<file path="src/rtl/tapm_pkg.sv">
// Shared types, constants and column handling functions of the position mapper.
package tapm_pkg;

   localparam int CHAR_W      = 8;
   localparam int POS_W       = 13;
   localparam int MAX_POS     = 4096;
   localparam int STACK_DEPTH = 256;
   localparam int ADDR_W      = $clog2(STACK_DEPTH);
   localparam int DEPTH_W     = $clog2(STACK_DEPTH + 1);
   localparam int MAX_RESULTS = 3;
   localparam int CNT_W       = $clog2(MAX_RESULTS + 1);

   localparam logic [POS_W-1:0]   POS_LIMIT   = POS_W'(MAX_POS);
   localparam logic [DEPTH_W-1:0] STACK_LIMIT = DEPTH_W'(STACK_DEPTH);

   localparam logic [CHAR_W-1:0] CH_OPEN     = 8'h28;
   localparam logic [CHAR_W-1:0] CH_CLOSE    = 8'h29;
   localparam logic [CHAR_W-1:0] CH_LOWER    = 8'h20;
   localparam logic [CHAR_W-1:0] CH_A        = 8'h61;
   localparam logic [CHAR_W-1:0] CH_C        = 8'h63;
   localparam logic [CHAR_W-1:0] CH_G        = 8'h67;
   localparam logic [CHAR_W-1:0] CH_T        = 8'h74;
   localparam logic [CHAR_W-1:0] CH_U        = 8'h75;
   localparam logic [CHAR_W-1:0] CH_SPACE    = 8'h20;
   localparam logic [CHAR_W-1:0] CH_DOT      = 8'h2E;
   localparam logic [CHAR_W-1:0] CH_UNDER    = 8'h5F;
   localparam logic [CHAR_W-1:0] CH_DASH     = 8'h2D;
   localparam logic [CHAR_W-1:0] CH_TILDE    = 8'h7E;
   localparam logic [CHAR_W-1:0] CH_NONE     = 8'h00;

   typedef enum logic {
      REC_MAP    = 1'b0,
      REC_LENGTH = 1'b1
   } record_kind_type;

   typedef struct packed {
      record_kind_type    record_kind;
      logic [POS_W-1:0]   top_index;
      logic [POS_W-1:0]   bottom_index;
      logic               error_flag;
   } result_type;

   typedef struct packed {
      result_type [MAX_RESULTS-1:0] results;
      logic [CNT_W-1:0]             count;
   } bundle_type;

   typedef struct packed {
      logic               started;
      logic               pending_valid;
      logic [CHAR_W-1:0]  pending_top;
      logic [CHAR_W-1:0]  pending_bottom;
      logic [POS_W-1:0]   top_position;
      logic [POS_W-1:0]   bottom_position;
      logic               error_seen;
   } ctrl_state_type;

   localparam ctrl_state_type CTRL_RESET = '{
      started:         1'b0,
      pending_valid:   1'b0,
      pending_top:     '0,
      pending_bottom:  '0,
      top_position:    POS_W'(1),
      bottom_position: POS_W'(1),
      error_seen:      1'b0
   };

   typedef struct packed {
      logic               push;
      logic               pop;
      logic               clear;
      logic [POS_W-1:0]   value;
   } stack_op_type;

   typedef struct packed {
      logic [DEPTH_W-1:0] depth;
      logic [POS_W-1:0]   top;
      logic [POS_W-1:0]   below;
   } stack_view_type;

   typedef struct packed {
      logic [POS_W-1:0]             top_position;
      logic [POS_W-1:0]             bottom_position;
      logic [DEPTH_W-1:0]           top_depth;
      logic [DEPTH_W-1:0]           bottom_depth;
      logic [POS_W-1:0]             top_tos;
      logic [POS_W-1:0]             bottom_tos;
      logic [POS_W-1:0]             top_below;
      logic [POS_W-1:0]             bottom_below;
      logic                         error_seen;
      logic                         top_push;
      logic                         top_pop;
      logic                         bottom_push;
      logic                         bottom_pop;
      result_type [MAX_RESULTS-1:0] results;
      logic [CNT_W-1:0]             count;
   } column_ctx_type;

   function automatic logic is_base(logic [CHAR_W-1:0] c);
      logic [CHAR_W-1:0] l;
      l = c | CH_LOWER;
      return (l == CH_A) || (l == CH_C) || (l == CH_G) || (l == CH_T) || (l == CH_U);
   endfunction

   function automatic logic is_gap(logic [CHAR_W-1:0] c);
      return (c == CH_SPACE) || (c == CH_DOT) || (c == CH_UNDER) || (c == CH_DASH) ||
             (c == CH_TILDE);
   endfunction

   function automatic logic at_limit(logic [POS_W-1:0] p);
      return p >= POS_LIMIT;
   endfunction

   function automatic logic [POS_W-1:0] pos_step(logic [POS_W-1:0] p);
      return at_limit(p) ? p : p + POS_W'(1);
   endfunction

   function automatic column_ctx_type add_result(column_ctx_type c, record_kind_type kind,
                                                 logic [POS_W-1:0] ti, logic [POS_W-1:0] bi);
      column_ctx_type r;
      r = c;
      r.results[r.count[1:0]].record_kind  = kind;
      r.results[r.count[1:0]].top_index    = ti;
      r.results[r.count[1:0]].bottom_index = bi;
      r.results[r.count[1:0]].error_flag   = r.error_seen;
      r.count = r.count + CNT_W'(1);
      return r;
   endfunction

   function automatic logic is_pair(logic [CHAR_W-1:0] ct, logic [CHAR_W-1:0] cb,
                                    logic [CHAR_W-1:0] nt, logic [CHAR_W-1:0] nb);
      return (is_base(ct) && is_base(nt)) || (is_base(cb) && is_base(nb));
   endfunction

   function automatic column_ctx_type column_step(column_ctx_type c,
                                                  logic [CHAR_W-1:0] ct, logic [CHAR_W-1:0] cb,
                                                  logic [CHAR_W-1:0] nt, logic [CHAR_W-1:0] nb);
      column_ctx_type r;
      r = c;
      if (ct == CH_OPEN) begin
         if (r.top_depth >= STACK_LIMIT) begin
            r.error_seen = 1'b1;
         end else begin
            r.top_push  = 1'b1;
            r.top_depth = r.top_depth + DEPTH_W'(1);
            r.top_tos   = r.top_position;
         end
         if (!is_base(nt)) begin
            r.error_seen   = r.error_seen | at_limit(r.top_position);
            r.top_position = pos_step(r.top_position);
         end
      end
      if (cb == CH_OPEN) begin
         if (r.bottom_depth >= STACK_LIMIT) begin
            r.error_seen = 1'b1;
         end else begin
            r.bottom_push  = 1'b1;
            r.bottom_depth = r.bottom_depth + DEPTH_W'(1);
            r.bottom_tos   = r.bottom_position;
         end
         if (!is_base(nb)) begin
            r.error_seen      = r.error_seen | at_limit(r.bottom_position);
            r.bottom_position = pos_step(r.bottom_position);
         end
      end
      if (ct == CH_CLOSE) begin
         if (r.top_depth == '0) begin
            r.error_seen = 1'b1;
         end else begin
            r.top_pop   = 1'b1;
            r.top_depth = r.top_depth - DEPTH_W'(1);
            r.top_tos   = r.top_below;
         end
      end
      if (cb == CH_CLOSE) begin
         if (r.bottom_depth == '0) begin
            r.error_seen = 1'b1;
         end else begin
            r.bottom_pop   = 1'b1;
            r.bottom_depth = r.bottom_depth - DEPTH_W'(1);
            r.bottom_tos   = r.bottom_below;
         end
      end

      if (is_pair(ct, cb, nt, nb)) begin
         if (!is_gap(ct) && !is_gap(cb)) begin
            if ((r.top_depth == '0) || (r.bottom_depth == '0)) begin
               r.error_seen = 1'b1;
            end else begin
               r = add_result(r, REC_MAP, r.top_tos, r.bottom_tos);
            end
         end
         if (!is_gap(nt) && !is_gap(nb)) begin
            r = add_result(r, REC_MAP, r.top_position, r.bottom_position);
         end
         if (!is_gap(nt)) begin
            r.error_seen   = r.error_seen | at_limit(r.top_position);
            r.top_position = pos_step(r.top_position);
         end
         if (!is_gap(nb)) begin
            r.error_seen      = r.error_seen | at_limit(r.bottom_position);
            r.bottom_position = pos_step(r.bottom_position);
         end
      end else if (is_base(ct) || is_base(cb)) begin
         if (!is_gap(ct) && !is_gap(cb)) begin
            r = add_result(r, REC_MAP, r.top_position, r.bottom_position);
         end
         if (!is_gap(cb)) begin
            r.error_seen      = r.error_seen | at_limit(r.bottom_position);
            r.bottom_position = pos_step(r.bottom_position);
         end
         if (!is_gap(ct)) begin
            r.error_seen   = r.error_seen | at_limit(r.top_position);
            r.top_position = pos_step(r.top_position);
         end
      end
      return r;
   endfunction

endpackage

</file>
<file path="src/rtl/tapm_out_buffer.sv">
// Result register holding up to three results of one transaction, drained in order.
module tapm_out_buffer (
   input  logic                 clock,
   input  logic                 reset,
   input  logic                 load,
   input  tapm_pkg::bundle_type bundle,
   output logic                 load_ready,
   output logic                 rsp_valid,
   input  logic                 rsp_ready,
   output tapm_pkg::result_type head,
   output logic                 head_last
);
   import tapm_pkg::*;

   result_type       res_ff  [MAX_RESULTS];
   logic             last_ff [MAX_RESULTS];
   logic [CNT_W-1:0] cnt_ff;
   logic [CNT_W-1:0] last_idx;

   assign rsp_valid  = (cnt_ff != '0);
   assign load_ready = (cnt_ff == '0) || ((cnt_ff == CNT_W'(1)) && rsp_ready);
   assign last_idx   = bundle.count - CNT_W'(1);
   assign head       = res_ff[0];
   assign head_last  = last_ff[0];

   always_ff @(posedge clock) begin
      if (reset) begin
         cnt_ff <= '0;
      end else if (load) begin
         cnt_ff <= bundle.count;
      end else if (rsp_valid && rsp_ready) begin
         cnt_ff <= cnt_ff - CNT_W'(1);
      end
   end

   always_ff @(posedge clock) begin
      if (load) begin
         for (int i = 0; i < MAX_RESULTS; i++) begin
            res_ff[i]  <= bundle.results[i];
            last_ff[i] <= (last_idx == CNT_W'(i));
         end
      end else if (rsp_valid && rsp_ready) begin
         for (int i = 0; i < MAX_RESULTS - 1; i++) begin
            res_ff[i]  <= res_ff[i+1];
            last_ff[i] <= last_ff[i+1];
         end
      end
   end

endmodule

</file>
<file path="config.mk">
export PLATFORM = sky130hd
export DESIGN_NAME = tapm_out_buffer
export DESIGN_NICKNAME = d
export VERILOG_FILES = /design/src/rtl/tapm_pkg.sv /design/src/rtl/tapm_out_buffer.sv
export SDC_FILE = /design/constraint.sdc
export NUM_CORES = 1
export LEC_CHECK = 0
export BUFFER_PORTS_ARGS = -buffer_cell sky130_fd_sc_hd__buf_4
export CAP_MARGIN = 20
export CORE_UTILIZATION = 50
export CTS_CLUSTER_DIAMETER = 30
export DETAILED_ROUTE_END_ITERATION = 8
export PLACE_DENSITY = 0.79
export SETUP_SLACK_MARGIN = 0.3
export SYNTH_ARGS = -nofsm -noshare
export SYNTH_HDL_FRONTEND = slang
export SYNTH_SLANG_ARGS = --single-unit
</file>
<file path="constraint.sdc">
create_clock -name clock -period 3.4 [get_ports clock]
set_clock_uncertainty 0.1 [all_clocks]
set_input_delay 0.34 -clock clock [delete_from_list [all_inputs] [get_ports clock]]
set_output_delay 0.34 -clock clock [all_outputs]
set_load 0.05 [all_outputs]
</file>
==> reports/qor.csv <==
metric,value,unit
status,completed,
worst_pin_slew,0.524,ns
diodes,0,
p_int,1.96,mW
p_sw_frac,0.230,
die_height,88.3,um
rsz0062_at_grt,false,
critPathCaptureType,register,
grt_max_degree,39,
cp_cell_sequence,"inv_1, ha_1, nand2b_1, nand2b_2, buf_12",
final_nets,396,
syn_area,0.00372,mm^2
crit_required,3.34,ns
io_buffers,120,
p_comb_frac,0.147,
slowest_delay,0.43,ns
post_dp_cell_area,0.00452,mm^2
seqCellArea,0.00265,mm^2
clock_path_buffers,2,
maxSlewViolCount,0,
grt_util_all_layers,0.150,
finalSetupViolations,0,
wl_met1,2230,um
most-common-layout-cells,"buf_4, edfxtp_1, mux2_1, mux2_2, clkbuf_8",
synth_nets,296,
finalCriticalPeriod,2.03,ns
reg2reg_setup_slack,1.37,ns
dr.pass1.iters,4,
hold_viol,0,
whs,0.0578,ns
yosys_warnings,0,
overflow,0,
fp.dieW,88.3,um
rows,31,
p_total,2.55,mW
max_freq,492,MHz
tritoncts,yes,
drt_iter0_drc,65,
place_inst,391,
postRouteWirelength,5760,um
insertion_delay,0.35,ns
hold_path_class,in2reg,
grt_pass1_vias,1844,
maxCapViolCount,0,
routedWlPerCell,14.2,um
viasPerCell,4.72,
cp_data_arrival_time,1.97,ns
cts_resized,0,
wl_met3,302,um
synth.ff_latch_count,89,
power.switching,586,uW
seqPwrFrac,0.527,
rr_endpoint,res_ff[0][15],
startpoint_type,register,
hpwl,4080,um
tns,0,ns
ir_worst_vdd,0.000283,V
critPathMaxFanout,38,
design_area,0.00475,mm^2
hold_end,cnt_ff[1],
slew_headroom,0.651,
mostFrequentLayoutCell,buf_4,
p_leak,1.89,nW
synthCells,203,
drcViolationCount,0,
clk_transition_reported_paths,0.08,ns
rr_worst_depth,5,
post-route-period-util,0.597,
grt_pass1_wl,8430,um
initial_utilization,0.516,
top_layer_used,met4,
place_congestion,0.778,
cts.sink_count,89,
timing.rr.start,cnt_ff[0],
clock_power_share,0.326,
multi_input_comb_area,797,um^2
die_area,0.00780,mm^2
vias,1911,
post_cts_buffers,0,
min_from,reset,
avgSynthCellArea,18.3,um^2
fp.coreArea,0.00721,mm^2
slowest_stage,nand2b_2,
yosysSeqAreaShare,0.712,
htreeDepth,3,
powerDensity,536,mW/mm^2
fillers,551,
hold_depth,2,
wl_met2,3060,um
cts_made_buffers,9,
crit_type,reg2reg,
area_growth,27.7,%
instances_no_fill,405,
pin_count,121,
drive_gt1_frac,0.513,
postRouteAntennaNets,0,
cts_root_buffer,clkbuf_8,
synthDistinctLibCells,22,
antenna_found_initial,0,
cts_hold_buf,0,
## state kept, by name (all words and copies together) (netlist names)
name / flops
cnt_ff: 2
last_ff: 3
res_ff: 84
## synth_stat cells
cell | instances | area share
mux2_1 | 40 | 0.12
inv_1 | 4 | 0.0040
edfxtp_1 | 87 | 0.70
a21o_1 | 1 | 0.0020
or3_1 | 1 | 0.0017
buf_6 | 4 | 0.012
a31oi_1 | 1 | 0.0017
o21a_1 | 1 | 0.0020
and2_1 | 1 | 0.0017
buf_4 | 29 | 0.058
a21oi_1 | 1 | 0.0013
xnor2_1 | 1 | 0.0024
mux2_2 | 18 | 0.054
nand2b_1 | 2 | 0.0034
dfxtp_1 | 2 | 0.011
buf_2 | 1 | 0.0013
ha_1 | 3 | 0.010
nand2_1 | 1 | 0.0010
nand3b_1 | 1 | 0.0020
nor2b_1 | 1 | 0.0017
nor2_1 | 2 | 0.0020
nor3b_2 | 1 | 0.0034
## how the worst max path moves through the flow
stage / start / end / slack [ns] / depth (start not counted)
after floorplan: cnt_ff[0] / last_ff[0][0] / 0.71 / 4
final: cnt_ff[0] / res_ff[0][15] / 1.37 / 5
after detailed placement: load / res_ff[0][18] / 1.35 / 3
after global routing: cnt_ff[0] / res_ff[0][19] / 1.23 / 5
after global placement: load / res_ff[0][21] / 1.38 / 3
after CTS: cnt_ff[0] / res_ff[0][15] / 1.34 / 5
## routing by layer
| metal | global-route usage | vias up |
|---|---|---|
| li1 | - | 934 |
| met1 | 0.170 | 899 |
| met2 | 0.255 | 63 |
| met3 | 0.0438 | 15 |
| met4 | 0.0836 | 0 |
| met5 | 0 | - |
## power by group through the flow
stage / Combinational [mW] / Clock [mW] / Sequential (mW)
4_1_cts: 0.379 / 0.848 / 1.34
5_1_grt: 0.397 / 0.887 / 1.35
3_5_place_dp: 0.377 / 0 / 1.37
6_report: 0.374 / 0.830 / 1.34
3_3_place_gp: 0.373 / 0 / 1.36
2_1_floorplan: 0.258 / 0 / 1.37
## kinds of logic (layout without fill, tap and decap cells)
group           after synthesis  after routing  share of synthesized area
flops                        89             89                      0.712
mux                          58             58                      0.175
buf+inv                      38            141                     0.0759
simple gates                 10             10                     0.0168
compound gates                4              4                    0.00706
fa+ha+maj                     3              3                     0.0101
xor+xnor                      1              1                    0.00235
## critical path, delay by kind of cell (launching register included)
kind | cells | cell delay (ns)
AND/OR/NAND/NOR | 2 | 0.66
flip-flops | 1 | 0.37
buffers and inverters | 2 | 0.37
adder cells (fa/ha/maj) | 1 | 0.20
## stage by stage
stage / setup WS (ns) / utilization
5_1_grt: 1.23 / 0.659
3_3_place_gp: 1.38 / 0.627
6_report: 1.37 / 0.659
3_5_place_dp: 1.35 / 0.627
4_1_cts: 1.34 / 0.659
2_1_floorplan: 0.710 / -
## layout make-up
type,count,share of cell area
Clock inverter,5,0.0224
Tap cell,99,0.0261
Inverter,4,0.00316
Sequential cell,89,0.558
Clock buffer,9,0.0261
Timing Repair Buffer,123,0.197
Multi-Input combinational cell,76,0.168
Power figures use the tool's default switching activity.
