[config.mk]
export PLATFORM = sky130hd
export DESIGN_NAME = tapm_step
export DESIGN_NICKNAME = d
export VERILOG_FILES = /design/src/rtl/tapm_pkg.sv /design/src/rtl/tapm_step.sv
export SDC_FILE = /design/constraint.sdc
export NUM_CORES = 1
export LEC_CHECK = 0
export BUFFER_PORTS_ARGS = -buffer_cell sky130_fd_sc_hd__buf_2
export CAP_MARGIN = 20
export CORE_AREA = 3 3 180 200
export DETAILED_ROUTE_END_ITERATION = 8
export DIE_AREA = 0 0 183 203
export PLACE_DENSITY = 0.57
export SKIP_LAST_GASP = 1
export SLEW_MARGIN = 25
export SYNTH_ARGS = -nofsm -noshare
export SYNTH_HDL_FRONTEND = slang
export SYNTH_SLANG_ARGS = --single-unit
[constraint.sdc]
create_clock -name vclk -period 8.52
set_input_delay 1.704 -clock vclk [all_inputs]
set_output_delay 1.704 -clock vclk [all_outputs]
set_load 0.01 [all_outputs]
[src/rtl/tapm_pkg.sv]
// Shared types, constants and column handling functions of the position mapper.
package tapm_pkg;

   localparam int CHAR_W      = 8;
   localparam int POS_W       = 13;
   localparam int MAX_POS     = 4096;
   localparam int STACK_DEPTH = 256;
   localparam int ADDR_W      = $clog2(STACK_DEPTH);
   localparam int DEPTH_W     = $clog2(STACK_DEPTH + 1);
   localparam int MAX_RESULTS = 3;
   localparam int CNT_W       = $clog2(MAX_RESULTS + 1);

   localparam logic [POS_W-1:0]   POS_LIMIT   = POS_W'(MAX_POS);
   localparam logic [DEPTH_W-1:0] STACK_LIMIT = DEPTH_W'(STACK_DEPTH);

   localparam logic [CHAR_W-1:0] CH_OPEN     = 8'h28;
   localparam logic [CHAR_W-1:0] CH_CLOSE    = 8'h29;
   localparam logic [CHAR_W-1:0] CH_LOWER    = 8'h20;
   localparam logic [CHAR_W-1:0] CH_A        = 8'h61;
   localparam logic [CHAR_W-1:0] CH_C        = 8'h63;
   localparam logic [CHAR_W-1:0] CH_G        = 8'h67;
   localparam logic [CHAR_W-1:0] CH_T        = 8'h74;
   localparam logic [CHAR_W-1:0] CH_U        = 8'h75;
   localparam logic [CHAR_W-1:0] CH_SPACE    = 8'h20;
   localparam logic [CHAR_W-1:0] CH_DOT      = 8'h2E;
   localparam logic [CHAR_W-1:0] CH_UNDER    = 8'h5F;
   localparam logic [CHAR_W-1:0] CH_DASH     = 8'h2D;
   localparam logic [CHAR_W-1:0] CH_TILDE    = 8'h7E;
   localparam logic [CHAR_W-1:0] CH_NONE     = 8'h00;

   typedef enum logic {
      REC_MAP    = 1'b0,
      REC_LENGTH = 1'b1
   } record_kind_type;

   typedef struct packed {
      record_kind_type    record_kind;
      logic [POS_W-1:0]   top_index;
      logic [POS_W-1:0]   bottom_index;
      logic               error_flag;
   } result_type;

   typedef struct packed {
      result_type [MAX_RESULTS-1:0] results;
      logic [CNT_W-1:0]             count;
   } bundle_type;

   typedef struct packed {
      logic               started;
      logic               pending_valid;
      logic [CHAR_W-1:0]  pending_top;
      logic [CHAR_W-1:0]  pending_bottom;
      logic [POS_W-1:0]   top_position;
      logic [POS_W-1:0]   bottom_position;
      logic               error_seen;
   } ctrl_state_type;

   localparam ctrl_state_type CTRL_RESET = '{
      started:         1'b0,
      pending_valid:   1'b0,
      pending_top:     '0,
      pending_bottom:  '0,
      top_position:    POS_W'(1),
      bottom_position: POS_W'(1),
      error_seen:      1'b0
   };

   typedef struct packed {
      logic               push;
      logic               pop;
      logic               clear;
      logic [POS_W-1:0]   value;
   } stack_op_type;

   typedef struct packed {
      logic [DEPTH_W-1:0] depth;
      logic [POS_W-1:0]   top;
      logic [POS_W-1:0]   below;
   } stack_view_type;

   typedef struct packed {
      logic [POS_W-1:0]             top_position;
      logic [POS_W-1:0]             bottom_position;
      logic [DEPTH_W-1:0]           top_depth;
      logic [DEPTH_W-1:0]           bottom_depth;
      logic [POS_W-1:0]             top_tos;
      logic [POS_W-1:0]             bottom_tos;
      logic [POS_W-1:0]             top_below;
      logic [POS_W-1:0]             bottom_below;
      logic                         error_seen;
      logic                         top_push;
      logic                         top_pop;
      logic                         bottom_push;
      logic                         bottom_pop;
      result_type [MAX_RESULTS-1:0] results;
      logic [CNT_W-1:0]             count;
   } column_ctx_type;

   function automatic logic is_base(logic [CHAR_W-1:0] c);
      logic [CHAR_W-1:0] l;
      l = c | CH_LOWER;
      return (l == CH_A) || (l == CH_C) || (l == CH_G) || (l == CH_T) || (l == CH_U);
   endfunction

   function automatic logic is_gap(logic [CHAR_W-1:0] c);
      return (c == CH_SPACE) || (c == CH_DOT) || (c == CH_UNDER) || (c == CH_DASH) ||
             (c == CH_TILDE);
   endfunction

   function automatic logic at_limit(logic [POS_W-1:0] p);
      return p >= POS_LIMIT;
   endfunction

   function automatic logic [POS_W-1:0] pos_step(logic [POS_W-1:0] p);
      return at_limit(p) ? p : p + POS_W'(1);
   endfunction

   function automatic column_ctx_type add_result(column_ctx_type c, record_kind_type kind,
                                                 logic [POS_W-1:0] ti, logic [POS_W-1:0] bi);
      column_ctx_type r;
      r = c;
      r.results[r.count[1:0]].record_kind  = kind;
      r.results[r.count[1:0]].top_index    = ti;
      r.results[r.count[1:0]].bottom_index = bi;
      r.results[r.count[1:0]].error_flag   = r.error_seen;
      r.count = r.count + CNT_W'(1);
      return r;
   endfunction

   function automatic logic is_pair(logic [CHAR_W-1:0] ct, logic [CHAR_W-1:0] cb,
                                    logic [CHAR_W-1:0] nt, logic [CHAR_W-1:0] nb);
      return (is_base(ct) && is_base(nt)) || (is_base(cb) && is_base(nb));
   endfunction

   function automatic column_ctx_type column_step(column_ctx_type c,
                                                  logic [CHAR_W-1:0] ct, logic [CHAR_W-1:0] cb,
                                                  logic [CHAR_W-1:0] nt, logic [CHAR_W-1:0] nb);
      column_ctx_type r;
      r = c;
      if (ct == CH_OPEN) begin
         if (r.top_depth >= STACK_LIMIT) begin
            r.error_seen = 1'b1;
         end else begin
            r.top_push  = 1'b1;
            r.top_depth = r.top_depth + DEPTH_W'(1);
            r.top_tos   = r.top_position;
         end
         if (!is_base(nt)) begin
            r.error_seen   = r.error_seen | at_limit(r.top_position);
            r.top_position = pos_step(r.top_position);
         end
      end
      if (cb == CH_OPEN) begin
         if (r.bottom_depth >= STACK_LIMIT) begin
            r.error_seen = 1'b1;
         end else begin
            r.bottom_push  = 1'b1;
            r.bottom_depth = r.bottom_depth + DEPTH_W'(1);
            r.bottom_tos   = r.bottom_position;
         end
         if (!is_base(nb)) begin
            r.error_seen      = r.error_seen | at_limit(r.bottom_position);
            r.bottom_position = pos_step(r.bottom_position);
         end
      end
      if (ct == CH_CLOSE) begin
         if (r.top_depth == '0) begin
            r.error_seen = 1'b1;
         end else begin
            r.top_pop   = 1'b1;
            r.top_depth = r.top_depth - DEPTH_W'(1);
            r.top_tos   = r.top_below;
         end
      end
      if (cb == CH_CLOSE) begin
         if (r.bottom_depth == '0) begin
            r.error_seen = 1'b1;
         end else begin
            r.bottom_pop   = 1'b1;
            r.bottom_depth = r.bottom_depth - DEPTH_W'(1);
            r.bottom_tos   = r.bottom_below;
         end
      end

      if (is_pair(ct, cb, nt, nb)) begin
         if (!is_gap(ct) && !is_gap(cb)) begin
            if ((r.top_depth == '0) || (r.bottom_depth == '0)) begin
               r.error_seen = 1'b1;
            end else begin
               r = add_result(r, REC_MAP, r.top_tos, r.bottom_tos);
            end
         end
         if (!is_gap(nt) && !is_gap(nb)) begin
            r = add_result(r, REC_MAP, r.top_position, r.bottom_position);
         end
         if (!is_gap(nt)) begin
            r.error_seen   = r.error_seen | at_limit(r.top_position);
            r.top_position = pos_step(r.top_position);
         end
         if (!is_gap(nb)) begin
            r.error_seen      = r.error_seen | at_limit(r.bottom_position);
            r.bottom_position = pos_step(r.bottom_position);
         end
      end else if (is_base(ct) || is_base(cb)) begin
         if (!is_gap(ct) && !is_gap(cb)) begin
            r = add_result(r, REC_MAP, r.top_position, r.bottom_position);
         end
         if (!is_gap(cb)) begin
            r.error_seen      = r.error_seen | at_limit(r.bottom_position);
            r.bottom_position = pos_step(r.bottom_position);
         end
         if (!is_gap(ct)) begin
            r.error_seen   = r.error_seen | at_limit(r.top_position);
            r.top_position = pos_step(r.top_position);
         end
      end
      return r;
   endfunction

endpackage

[src/rtl/tapm_step.sv]
// Column handling for one transaction: next control state, stack operations and results.
module tapm_step (
   input  tapm_pkg::ctrl_state_type state,
   input  logic [7:0]               top_char,
   input  logic [7:0]               bottom_char,
   input  logic                     final_column,
   input  tapm_pkg::stack_view_type top_view,
   input  tapm_pkg::stack_view_type bottom_view,
   output tapm_pkg::ctrl_state_type next_state,
   output tapm_pkg::stack_op_type   top_op,
   output tapm_pkg::stack_op_type   bottom_op,
   output tapm_pkg::bundle_type     bundle
);
   import tapm_pkg::*;

   column_ctx_type ctx;
   ctrl_state_type nxt;
   logic           consumed;

   always_comb begin
      ctx.top_position    = state.top_position;
      ctx.bottom_position = state.bottom_position;
      ctx.top_depth       = top_view.depth;
      ctx.bottom_depth    = bottom_view.depth;
      ctx.top_tos         = top_view.top;
      ctx.bottom_tos      = bottom_view.top;
      ctx.top_below       = top_view.below;
      ctx.bottom_below    = bottom_view.below;
      ctx.error_seen      = state.error_seen;
      ctx.top_push        = 1'b0;
      ctx.top_pop         = 1'b0;
      ctx.bottom_push     = 1'b0;
      ctx.bottom_pop      = 1'b0;
      ctx.results         = '0;
      ctx.count           = '0;
      nxt                 = state;
      consumed            = 1'b0;

      if (!state.started) begin
         nxt.started = 1'b1;
         ctx = add_result(ctx, REC_MAP, '0, '0);
      end else begin
         if (state.pending_valid) begin
            ctx = column_step(ctx, state.pending_top, state.pending_bottom,
                              top_char, bottom_char);
            consumed = is_pair(state.pending_top, state.pending_bottom,
                               top_char, bottom_char);
            nxt.pending_valid = 1'b0;
         end
         if (!consumed) begin
            if (final_column) begin
               ctx = column_step(ctx, top_char, bottom_char, CH_NONE, CH_NONE);
            end else begin
               nxt.pending_top    = top_char;
               nxt.pending_bottom = bottom_char;
               nxt.pending_valid  = 1'b1;
            end
         end
      end
      nxt.top_position    = ctx.top_position;
      nxt.bottom_position = ctx.bottom_position;
      nxt.error_seen      = ctx.error_seen;

      if (final_column) begin
         ctx = add_result(ctx, REC_LENGTH, ctx.top_position - POS_W'(1), '0);
         nxt = CTRL_RESET;
      end
   end

   assign next_state      = nxt;
   assign bundle.results  = ctx.results;
   assign bundle.count    = ctx.count;
   assign top_op.push     = ctx.top_push;
   assign top_op.pop      = ctx.top_pop;
   assign top_op.clear    = final_column;
   assign top_op.value    = ctx.top_tos;
   assign bottom_op.push  = ctx.bottom_push;
   assign bottom_op.pop   = ctx.bottom_pop;
   assign bottom_op.clear = final_column;
   assign bottom_op.value = ctx.bottom_tos;

endmodule

==> impl_metrics.py <==
metrics = {
    "die": {
        "fp.dieH_um": 203,
        "start_util_pct": 29.9,
        "rows": 71,
        "dieWidth_um": 183,
        "ioPinCount": 295,
        "coreArea_sq_um": 34100,
        "dieArea_sq_um": 37100,
    },
    "detailed_routing": {
        "routed_via_density": 6.01,
        "first_iter_violations": 1588,
        "wl_per_cell_um": 22.2,
        "drt-total-wl_um": 61100,
        "via_count": 16551,
        "first_pass_iters": 6,
        "final_antenna_net_count": 0,
        "drc": 0,
    },
    "critical_path": {
        "cp_max_fo": 7,
        "path_buf_inv": 13,
        "critPathSlowestCell": "or4_4",
        "critical_path_required_ns": 6.82,
        "cp_top_family": "buffers and inverters",
        "critPathKind": "in2out",
        "cpPeakStageDelay_ns": 0.58,
        "crit_path_start_kind": "primary input",
        "cp-end-kind": "output port",
        "arrival_ns": 6.87,
    },
    "final_layout": {
        "utilization_pct": 48.1,
        "nNetsFinal": 2477,
        "finalNonFillerCells": 2754,
        "clkbuf_count": 0,
        "syn2layout_area_growth_pct": 60.8,
        "regArea_sq_um": 0,
        "design.seq.count": 0,
        "diodes": 0,
        "layout-drive-gt1-share_pct": 41.3,
    },
    "yosys": {
        "synth_top_area_share_pct": 7.91,
        "netlist_instances": 1704,
        "yosysUniqueCellTypes": 97,
        "synth.area.top_cells": "nor2_1 7.9%, xnor2_1 7.2%, nand2_1 7.1%, a21oi_1 6.7%, o21ai_0 5.1%",
        "yosys.area.top_type": "nor2_1",
        "synth.yosys.seq_area_share_pct": 0,
        "syn_nets": 1863,
        "syn_avg_cell_area_sq_um": 5.99,
        "ys.warnings.count": 0,
        "syn-cell-area_sq_um": 10200,
    },
    "sta": {
        "max_freq_mhz": 117,
        "setup-violations-final": 14,
        "holdWs_ns": 3.73,
        "worst_slew_pin_slew_ns": 0.962,
        "min_period_ns": 8.58,
        "maxSlewHeadroom_pct": 35.2,
        "fin_crit_sh_pct": 101,
        "rsz0062_at_grt": "true",
        "setup_ws_ns": -0.0582,
        "hold_viol": 0,
        "slew_violations": 0,
    },
    "placed_design": {
        "routabilityCongestion": 0.970,
        "place_inst": 2707,
        "numPortBuffers": 295,
        "dpl.hpwl_um": 48800,
    },
    "worst_hold_path": {
        "hp-start": "top_view[19]",
        "min_path_cells": 3,
        "worstHoldEndpoint": "top_op[6]",
        "hp-class": "in2out",
    },
    "global_route": {
        "grt_max_degree": 47,
        "grt_first_pass_wirelength_um": 89700,
        "gr-total-overflow": 0,
        "antenna_found_initial": 1,
        "grt_pass1_vias": 15664,
        "grt_usage_pct": 30.1,
    },
    "power": {
        "seqPwrFrac_pct": 0,
        "vdd.ir_drop.worst_v": 0.0000215,
        "combPwrFrac_pct": 100.0,
        "p_int_uw": 290,
        "clkPwrFrac_pct": 0,
        "p_sw_uw": 415,
        "leakagePower_nw": 7.20,
        "netSwitchingFraction_pct": 58.9,
        "p_per_area_nw_per_um2": 43.0,
    },
    "run_status": {
        "violations": "negative setup slack",
        "outcome": "finished, violations left",
    },
    "flow_run": {
        "maxCapViolCount": 0,
    },
}
-- repair_timing --
item	in CTS	in global routing
hold endpoints to repair	0	0
hold buffers	0	0
pin swaps	29	65
gates resized for setup	72	177
buffers inserted	9	36
cloned	0	3
endpoints found under the setup margin	105	106
-- routing by layer --
layer  vias up  track usage [%]  share of wire [%]
met5         -                0              0.026
met4         2             13.3                5.8
met3       253             3.51                8.0
met2       982             52.5                 48
met1      7712             37.0                 39
li1       7602                -                  -
-- per-stage QoR --
step           setup TNS (ns)  power (mW)  setup slack, ns  area [sq um]
2_1_floorplan               0       0.312          0.00840         10300
3_3_place_gp           -31.62       0.624           -0.519         14800
3_5_place_dp           -29.31       0.627           -0.541         14800
4_1_cts                -0.117       0.647          -0.0338         15200
5_1_grt                -18.07       0.747           -0.272         16400
6_report               -0.323       0.705          -0.0582         16400
-- layout by cell type (no fill, tap or decap), types with 23 or more instances in the layout --
cell type,synthesis,final
a22oi_1,35,35
xnor2_1,84,72
buf_6,2,24
a211oi_1,43,33
buf_4,2,416
mux2i_1,36,31
inv_1,67,60
a21oi_1,136,124
nor3_1,52,46
nand2_1,192,184
buf_2,5,291
a31oi_1,24,23
o21ai_0,104,89
xor2_1,33,30
nand3_1,54,50
nor2b_1,29,26
nor2_1,215,203
o22ai_1,57,48
-- cell usage after synthesis, drive strengths merged, types with 9 or more instances --
master     n
nor4      30
o22ai     57
o21a       9
o31ai     13
or3       13
a21o      12
nand4b    10
mux2i     36
o2111ai    9
nand3     57
nand4     20
xor2      34
nor2     215
or4       12
and3      21
nor2b     29
or2       15
o21ai    117
a31oi     25
inv       67
nand2    192
o32ai     11
nand2b    11
buf       16
a22oi     35
ha        27
a21oi    137
xnor2     84
clkbuf   111
a211oi    43
a221oi     9
and2      17
nor3      57
o221ai     9
o211ai    18
-- worst max-delay path by stage --
stage / start / endpoint / depth (start not counted)
2_1_floorplan: state[28] / bundle[83] / 25
3_3_place_gp: state[36] / bundle[8] / 30
3_5_place_dp: state[36] / bundle[2] / 28
4_1_cts: state[37] / bundle[2] / 29
5_1_grt: state[36] / bundle[2] / 29
6_report: state[36] / top_op[7] / 27
-- logic make-up after synthesis --
kind of cell,after synthesis,share of synthesized area [%]
multiplexers,40,3.97
AO/OA/AOI/OAI,580,37.8
XOR/XNOR,118,10.2
adder cells (fa/ha/maj),27,3.31
AND/OR/NAND/NOR,745,37.3
buffers and inverters,194,7.42
-- area by class of cell --
cell class | instances | area, sq um
multi-input cells | 1510 | 10600
well taps | 438 | 548
repair buffers | 739 | 5000
inverters | 67 | 254
fillers | 3533 | 17700
-- power groups by stage --
stage | sequential (mW) | clock [mW] | combinational [mW]
global placement | 0 | 0 | 0.624
CTS | 0 | 0 | 0.647
floorplan | 0 | 0 | 0.312
detailed placement | 0 | 0 | 0.627
finish | 0 | 0 | 0.705
global route | 0 | 0 | 0.747
Power figures use the tool's default switching activity.
